`src/hdl/rrd_pkg.sv`:
```
// Shared types and constants for the radio response deframer.
package rrd_pkg;

    localparam int CFG_IDX_W = 2;

    localparam logic [CFG_IDX_W-1:0] CFG_ACK_CODE = 2'd0;
    localparam logic [CFG_IDX_W-1:0] CFG_MAX_LEN  = 2'd1;

    localparam logic [7:0] ACK_CODE_RESET = 8'h50;
    localparam logic [7:0] MAX_LEN_RESET  = 8'hFF;

    localparam logic [7:0] EXT_MARK    = 8'hFF;
    localparam logic [7:0] SUM_GOOD    = 8'hFF;
    localparam logic [7:0] EXT_HDR_LEN = 8'd3;
    localparam logic [3:0] NIB_MASK    = 4'hF;
    localparam logic [1:0] HDR_LAST    = 2'd2;

    localparam logic [2:0] ST_OK  = 3'd0;
    localparam logic [2:0] ST_ACK = 3'd1;
    localparam logic [2:0] ST_LEN = 3'd2;
    localparam logic [2:0] ST_SUM = 3'd3;
    localparam logic [2:0] ST_TMO = 3'd4;

    typedef struct packed {
        logic [7:0] ack_code;
        logic [7:0] max_len;
    } rrd_cfg_t;

    typedef struct packed {
        logic [7:0] payload_byte;
        logic       is_status;
        logic [2:0] frame_status;
        logic       last_of_frame;
    } rrd_result_t;

endpackage

```
`src/hdl/rrd_cfg.sv`:
```
// Configuration register bank for the deframer.
module rrd_cfg
    import rrd_pkg::*;
(
    input  logic                 aclk,
    input  logic                 aresetn,
    input  logic                 cfg_valid,
    output logic                 cfg_ready,
    input  logic [CFG_IDX_W-1:0] cfg_index,
    input  logic [7:0]           cfg_data,
    output rrd_cfg_t             cfg
);

    rrd_cfg_t cfg_reg;
    rrd_cfg_t cfg_next;

    assign cfg_ready = 1'b1;
    assign cfg       = cfg_reg;

    always_comb begin
        cfg_next = cfg_reg;
        if (cfg_valid) begin
            unique case (cfg_index)
                CFG_ACK_CODE: cfg_next.ack_code = cfg_data;
                CFG_MAX_LEN:  cfg_next.max_len  = cfg_data;
                default:      cfg_next = cfg_reg;
            endcase
        end
    end

    always_ff @(posedge aclk) begin
        if (!aresetn) begin
            cfg_reg.ack_code <= ACK_CODE_RESET;
            cfg_reg.max_len  <= MAX_LEN_RESET;
        end else begin
            cfg_reg <= cfg_next;
        end
    end

endmodule

```
`src/hdl/rrd_parser.sv`:
```
// Input register and frame parser state machine.
module rrd_parser
    import rrd_pkg::*;
(
    input  logic        aclk,
    input  logic        aresetn,
    input  rrd_cfg_t    cfg,
    input  logic        s_valid,
    output logic        s_ready,
    input  logic [7:0]  s_rx_byte,
    input  logic        s_rx_timeout,
    input  logic        res_ready,
    output logic        res_valid,
    output rrd_result_t res
);

    typedef enum logic [2:0] {
        PH_ACK = 3'd0,
        PH_LEN = 3'd1,
        PH_HDR = 3'd2,
        PH_PAY = 3'd3,
        PH_CHK = 3'd4
    } phase_t;

    logic       in_valid_reg;
    logic [7:0] in_byte_reg;
    logic       in_tmo_reg;

    phase_t     phase_reg, phase_next;
    logic [7:0] sum_reg, sum_next;
    logic [7:0] left_reg, left_next;
    logic [1:0] hidx_reg, hidx_next;

    logic        produces;
    rrd_result_t res_c;
    logic        advance;
    logic [7:0]  sum_add;
    logic [7:0]  short_cnt;
    logic [7:0]  left_dec;
    logic [7:0]  ext_body;

    assign sum_add   = sum_reg + in_byte_reg;
    assign short_cnt = {4'b0, in_byte_reg[3:0] & NIB_MASK} + 8'd1;
    assign left_dec  = left_reg - 8'd1;
    assign ext_body  = in_byte_reg - 8'd1;

    always_comb begin
        phase_next = phase_reg;
        sum_next   = sum_reg;
        left_next  = left_reg;
        hidx_next  = hidx_reg;
        produces   = 1'b0;
        res_c      = '0;

        if (in_tmo_reg) begin
            produces           = 1'b1;
            res_c.frame_status = ST_TMO;
        end else begin
            unique case (phase_reg)
                PH_LEN: begin
                    sum_next = in_byte_reg;
                    if (in_byte_reg == EXT_MARK) begin
                        if (cfg.max_len < EXT_HDR_LEN) begin
                            produces           = 1'b1;
                            res_c.frame_status = ST_LEN;
                        end else begin
                            hidx_next  = 2'd0;
                            phase_next = PH_HDR;
                        end
                    end else if (short_cnt > cfg.max_len) begin
                        produces           = 1'b1;
                        res_c.frame_status = ST_LEN;
                    end else begin
                        left_next  = {4'b0, in_byte_reg[3:0]};
                        phase_next = (in_byte_reg[3:0] != 4'd0) ? PH_PAY : PH_CHK;
                    end
                end
                PH_HDR: begin
                    sum_next = sum_add;
                    if (hidx_reg < HDR_LAST) begin
                        hidx_next = hidx_reg + 2'd1;
                    end else begin
                        hidx_next = 2'd0;
                        // A zero extended count is treated as a length error.
                        if (in_byte_reg == 8'd0 || in_byte_reg > cfg.max_len) begin
                            produces           = 1'b1;
                            res_c.frame_status = ST_LEN;
                        end else begin
                            left_next  = ext_body;
                            phase_next = (ext_body != 8'd0) ? PH_PAY : PH_CHK;
                        end
                    end
                end
                PH_PAY: begin
                    sum_next           = sum_add;
                    produces           = 1'b1;
                    res_c.payload_byte = in_byte_reg;
                    left_next          = left_dec;
                    if (left_dec == 8'd0) begin
                        phase_next = PH_CHK;
                    end
                end
                PH_CHK: begin
                    produces           = 1'b1;
                    res_c.frame_status = (sum_add == SUM_GOOD) ? ST_OK : ST_SUM;
                end
                default: begin
                    if (in_byte_reg != cfg.ack_code) begin
                        produces           = 1'b1;
                        res_c.frame_status = ST_ACK;
                    end else begin
                        sum_next   = 8'd0;
                        left_next  = 8'd0;
                        hidx_next  = 2'd0;
                        phase_next = PH_LEN;
                    end
                end
            endcase
        end

        // Every status result ends the frame and returns to the ack wait.
        if (produces && (in_tmo_reg || phase_reg != PH_PAY)) begin
            res_c.is_status     = 1'b1;
            res_c.last_of_frame = 1'b1;
            phase_next          = PH_ACK;
            sum_next            = 8'd0;
            left_next           = 8'd0;
            hidx_next           = 2'd0;
        end
    end

    assign advance   = in_valid_reg && (res_ready || !produces);
    assign s_ready   = !in_valid_reg || advance;
    assign res_valid = in_valid_reg && produces;
    assign res       = res_c;

    always_ff @(posedge aclk) begin
        if (!aresetn) begin
            in_valid_reg <= 1'b0;
            phase_reg    <= PH_ACK;
            sum_reg      <= 8'd0;
            left_reg     <= 8'd0;
            hidx_reg     <= 2'd0;
        end else begin
            if (s_ready) begin
                in_valid_reg <= s_valid;
            end
            if (advance) begin
                phase_reg <= phase_next;
                sum_reg   <= sum_next;
                left_reg  <= left_next;
                hidx_reg  <= hidx_next;
            end
        end
    end

    always_ff @(posedge aclk) begin
        if (s_valid && s_ready) begin
            in_byte_reg <= s_rx_byte;
            in_tmo_reg  <= s_rx_timeout;
        end
    end

endmodule

```
`src/hdl/rrd_out_stage.sv`:
```
// Result register that holds one result until the receiver takes it.
module rrd_out_stage
    import rrd_pkg::*;
(
    input  logic        aclk,
    input  logic        aresetn,
    input  logic        res_valid,
    output logic        res_ready,
    input  rrd_result_t res,
    output logic        m_valid,
    input  logic        m_ready,
    output rrd_result_t m_res
);

    logic        valid_reg;
    rrd_result_t data_reg;

    assign res_ready = !valid_reg || m_ready;
    assign m_valid   = valid_reg;
    assign m_res     = data_reg;

    always_ff @(posedge aclk) begin
        if (!aresetn) begin
            valid_reg <= 1'b0;
        end else if (res_ready) begin
            valid_reg <= res_valid;
        end
    end

    always_ff @(posedge aclk) begin
        if (res_ready && res_valid) begin
            data_reg <= res;
        end
    end

endmodule

```
`src/hdl/radio_response_deframer_top.sv`:
```
// Radio response deframer: takes reply bytes and delivers payload bytes and frame status.
//
// Input channel (s_valid/s_ready) carries one received byte and a timeout flag per
// transaction. Output channel (m_valid/m_ready) carries a payload byte or an
// end-of-frame status; ack, header and length bytes give none unless they end the frame.
// The configuration channel (cfg_valid/cfg_ready, cfg_index, cfg_data) writes the
// acknowledge code (index 0) and the length limit (index 1); it is always ready.
// A byte is taken into an input register and parsed by the frame state machine; its
// result is taken into the output register once that register can take it, which
// raises m_valid. One byte per cycle is sustained while the receiver takes every
// result; the frame state (phase, running sum, byte count) updates once per byte.
// When the receiver stalls, the output register holds its result and the input
// register still takes one more byte; bytes that produce no result keep flowing.
// Synchronous active-low reset empties both registers, returns the parser to the
// acknowledge wait and restores the default configuration.
module radio_response_deframer_top
    import rrd_pkg::*;
(
    input  logic                 aclk,
    input  logic                 aresetn,
    input  logic                 s_valid,
    output logic                 s_ready,
    input  logic [7:0]           s_rx_byte,
    input  logic                 s_rx_timeout,
    output logic                 m_valid,
    input  logic                 m_ready,
    output logic [7:0]           m_payload_byte,
    output logic                 m_is_status,
    output logic [2:0]           m_frame_status,
    output logic                 m_last_of_frame,
    input  logic                 cfg_valid,
    output logic                 cfg_ready,
    input  logic [CFG_IDX_W-1:0] cfg_index,
    input  logic [7:0]           cfg_data
);

    rrd_cfg_t    cfg;
    logic        res_valid;
    logic        res_ready;
    rrd_result_t res;
    rrd_result_t m_res;

    rrd_cfg u_cfg (
        .aclk      (aclk),
        .aresetn   (aresetn),
        .cfg_valid (cfg_valid),
        .cfg_ready (cfg_ready),
        .cfg_index (cfg_index),
        .cfg_data  (cfg_data),
        .cfg       (cfg)
    );

    rrd_parser u_parser (
        .aclk         (aclk),
        .aresetn      (aresetn),
        .cfg          (cfg),
        .s_valid      (s_valid),
        .s_ready      (s_ready),
        .s_rx_byte    (s_rx_byte),
        .s_rx_timeout (s_rx_timeout),
        .res_ready    (res_ready),
        .res_valid    (res_valid),
        .res          (res)
    );

    rrd_out_stage u_out (
        .aclk      (aclk),
        .aresetn   (aresetn),
        .res_valid (res_valid),
        .res_ready (res_ready),
        .res       (res),
        .m_valid   (m_valid),
        .m_ready   (m_ready),
        .m_res     (m_res)
    );

    assign m_payload_byte  = m_res.payload_byte;
    assign m_is_status     = m_res.is_status;
    assign m_frame_status  = m_res.frame_status;
    assign m_last_of_frame = m_res.last_of_frame;

`ifndef ASSERT_OFF
    a_status_ends_frame: assert property (@(posedge aclk) disable iff (!aresetn)
        m_valid |-> (m_is_status == m_last_of_frame))
        else $error("status result and end-of-frame flag disagree");

    a_payload_clean: assert property (@(posedge aclk) disable iff (!aresetn)
        (m_valid && !m_is_status) |-> (m_frame_status == ST_OK))
        else $error("payload result carries a nonzero status");

    a_status_no_data: assert property (@(posedge aclk) disable iff (!aresetn)
        (m_valid && m_is_status) |-> (m_payload_byte == 8'd0 && m_frame_status <= ST_TMO))
        else $error("status result carries data or an undefined code");

    a_result_held: assert property (@(posedge aclk) disable iff (!aresetn)
        (m_valid && !m_ready) |=> (m_valid && $stable(m_payload_byte)
            && $stable(m_is_status) && $stable(m_frame_status) && $stable(m_last_of_frame)))
        else $error("stalled result changed before it was taken");
`endif

endmodule

```
`config.mk`:
```
export PLATFORM = sky130hd
export DESIGN_NAME = radio_response_deframer_top
export DESIGN_NICKNAME = d
export VERILOG_FILES = /design/src/hdl/rrd_pkg.sv /design/src/hdl/rrd_cfg.sv /design/src/hdl/rrd_parser.sv /design/src/hdl/rrd_out_stage.sv /design/src/hdl/radio_response_deframer_top.sv
export SDC_FILE = /design/constraint.sdc
export NUM_CORES = 1
export LEC_CHECK = 0
export ABC_AREA = 1
export BUFFER_PORTS_ARGS = -buffer_cell sky130_fd_sc_hd__buf_2
export CAP_MARGIN = 30
export CORE_UTILIZATION = 50
export CTS_BUF_LIST = sky130_fd_sc_hd__clkbuf_16
export DETAILED_ROUTE_END_ITERATION = 10
export PLACE_DENSITY = 0.7
export RECOVER_POWER = 25
export SETUP_SLACK_MARGIN = 0.3
export SYNTH_ARGS = -nofsm -noshare
export SYNTH_HDL_FRONTEND = slang
export SYNTH_SLANG_ARGS = --single-unit
```
`constraint.sdc`:
```
create_clock -name aclk -period 6.7 [get_ports aclk]
set_input_delay 1.34 -clock aclk [delete_from_list [all_inputs] [get_ports aclk]]
set_output_delay 1.34 -clock aclk [all_outputs]
set_load 0.005 [all_outputs]
```
==> run_results.csv <==
group,metric,value,unit
clock_tree,cts_buffers,9,
yosys,synthCells,502,
grt,grt_usage,0.2553,
power_and_ir_drop,power,1.090,mW
route,routedWlPerCell,14.15,µm
power_and_ir_drop,peakVddDrop,125.6,µV
route,ant_nets,0,
route,dr.first_iter.drc_count,199,
sta,worst_slew_pin_slew,1.415,ns
sta,fin_crit_sh,0.6087,
finish,largest_reg_flops,16,
finish,final_common_cell,"nand2_1",
critical_path,critPathRequiredTime,5.36,ns
route,vias,3378,
finish,final_cell_mix,"120 x nand2_1, 81 x nor2_1, 48 x inv_1",
power_and_ir_drop,p_leak,2.038,nW
yosys,synth_area,0.003795,mm²
yosys,synth.area.top_cells,"dfxtp_1 21%, edfxtp_1 17%, nand2_1 12%",
sta,setup_viol,0,
clock_tree,post_cts_buffers,0,
sta,fin_crit,4.078,ns
power_and_ir_drop,power-per-cell-area,249.5,mW/mm²
clock_tree,cts_buffer_depth,2,
place,dp_hpwl,6881,µm
route,viasPerCell,5.253,
critical_path,regToRegSetupSlack,3.53,ns
finish,n_antenna_cell,0,
sta,max_freq,0.2452,GHz
clock_tree,clk_pin_slew_worst_paths,0.05,ns
finish,fin_nets,590,
floorplanning,fp.dieH,89.12,µm
critical_path,crit_arrival,2.74,ns
critical_path,path_max_fanout,9,
run_status,status,"finished clean",
finish,drive_gt1_frac,0.1287,
sta,fin_tns_setup,0,ns
clock_tree,post_cts_resized,0,
clock_tree,clkSinkCount,60,
place,gp_congestion,0.9142,
clock_tree,cts_tree,"yes",
floorplanning,io_pins,40,
place,portBuffers,38,
critical_path,setup.worst_path.class,"register to primary output",
sta,rsz0062_at_grt,"false",
yosys,synth_top_area_cell,"dfxtp_1",
hold_path,hold_path_class,"register to register",
yosys,ys.warnings.count,0,
critical_path,timing.rr.start,"u_parser.in_byte_reg[0]",
clock_tree,clock_latency,0.33,ns
sta,drv_slew,0,
yosys,syn_avg_cell_area,7.560,µm²
grt,grt_max_degree,35,
critical_path,end_kind,"primary output",
floorplanning,dieWidth,89.12,µm
yosys,async_reset_ff_frac,0,
finish,syn_to_final_growth,15.10,%
clock_tree,htreeDepth,3,
floorplanning,initial_core_util,0.5204,
sta,timing.slew.headroom,0.05638,
clock_tree,cts-root-buf,"clkbuf_16",
yosys,ys_types,40,
floorplanning,coreArea,0.007292,mm²
hold_path,hp-start,"u_parser.hidx_reg[0]",
grt,antenna_found_initial,0,
yosys,synth_top_area_share,0.2057,
critical_path,critPathLaunchType,"register",
clock_tree,cts_hold_buffers,0,
route,route.detailed.drc,0,
sta,hold_viol_final,0,
floorplanning,dieArea,0.007942,mm²
yosys,ys.flop_type,"dfxtp_1",
finish,nFillCells,705,
grt,grt_overflow_total,0,
critical_path,startpoint,"u_parser.in_byte_reg[0]",
yosys,syn-num-nets,553,
floorplanning,num_rows,31,
sta,fin_skew,0.007791,ns
route,wl,9096,µm
yosys,synth_edf_count,21,
yosys,ys_seq_area_frac,0.3719,
grt,grt_pass1_vias,3167,
route,drtPass1Iterations,5,
yosys,synth_seq_cells,60,
run,timing.max_cap.violations,0,
grt,grt_pass1_wl,15140,µm
[worst max-delay path, cell delays in order, from the launching register on]
cell and delay, ns:
edfxtp_1 0.55, inv_1 0.18, ha_1 0.35, ha_1 0.27, inv_1 0.04, o21bai_1 0.11, nand2_1 0.06, nand2_1 0.05
nand2_1 0.05, nand2_1 0.05, nand2_1 0.08, nand2_1 0.10, nand2_1 0.10, nand4_4 0.12, nand3_1 0.13, buf_2 0.17
[metal layers]
| layer | routed length [µm] | up-vias | GRT usage |
|---|---|---|---|
| li1 | - | 1731 | - |
| met5 | 0 | - | 0 |
| met4 | 180 | 0 | 0.1010 |
| met3 | 445 | 15 | 0.05078 |
| met2 | 4062 | 107 | 0.4039 |
| met1 | 4407 | 1525 | 0.3437 |
[where the power goes]
group / internal [mW] / total (mW) / switching (mW)
logic: 0.0602 / 0.164 / 0.104
clock network: 0.346 / 0.507 / 0.161
registers: 0.399 / 0.419 / 0.0197
total: 0.806 / 1.09 / 0.284
[kinds of logic (layout without fill, tap and decap cells)]
group,after synthesis,in the layout,share of synthesized area
compound gates,65,65,0.1058
xor+xnor,26,26,0.06001
fa+ha+maj,27,27,0.09100
buf+inv,67,109,0.07484
flops,60,60,0.3719
other cells,1,1,0.0009882
simple gates,256,256,0.2954
[synthesized netlist by cell type, drive strengths merged, types with 6 or more instances]
master and number:
buf 7, ha 26, inv 54, xor2 14, nand3 24, nand2 122
clkbuf 6, edfxtp 21, dfxtp 39, nand4 17, a21oi 23, o211ai 9
nor2 85, xnor2 12, o21ai 18
[per-stage QoR]
stage / setup WS (ns) / area, µm² / hold WS, ns / instances / util
final: 2.622 / 4368 / 0.4790 / 643 / 0.5990
after global routing: 2.352 / 4368 / 0.5089 / 643 / 0.5990
after CTS: 2.638 / 4377 / 0.4804 / 643 / 0.6002
after detailed placement: 3.004 / 4041 / 0.4723 / 627 / 0.5542
after global placement: 3.061 / 4030 / 0.4697 / 626 / 0.5527
after floorplan: 3.385 / 3795 / 0.4433 / 502 / -
[layout make-up]
| cell class | count | area, µm² | area share |
|---|---|---|---|
| clock buffers | 10 | 250.2 | 0.05729 |
| multi-input cells | 375 | 2092 | 0.4789 |
| flip-flops and latches | 60 | 1411 | 0.3231 |
| well taps | 99 | 123.9 | 0.02836 |
| repair buffers | 39 | 200.2 | 0.04583 |
| inverters | 54 | 205.2 | 0.04698 |
| clock inverters | 6 | 85.08 | 0.01948 |
[path summary, 6_finish.rpt]
check / end / depth (start not counted)
setup / recovery: s_ready / 15
hold / removal: u_parser.hidx_reg[0] / 2
setup reg to reg: u_parser.phase_reg[0] / 18
hold reg to reg: u_parser.hidx_reg[0] / 2
(Power assumes the default switching activity.)
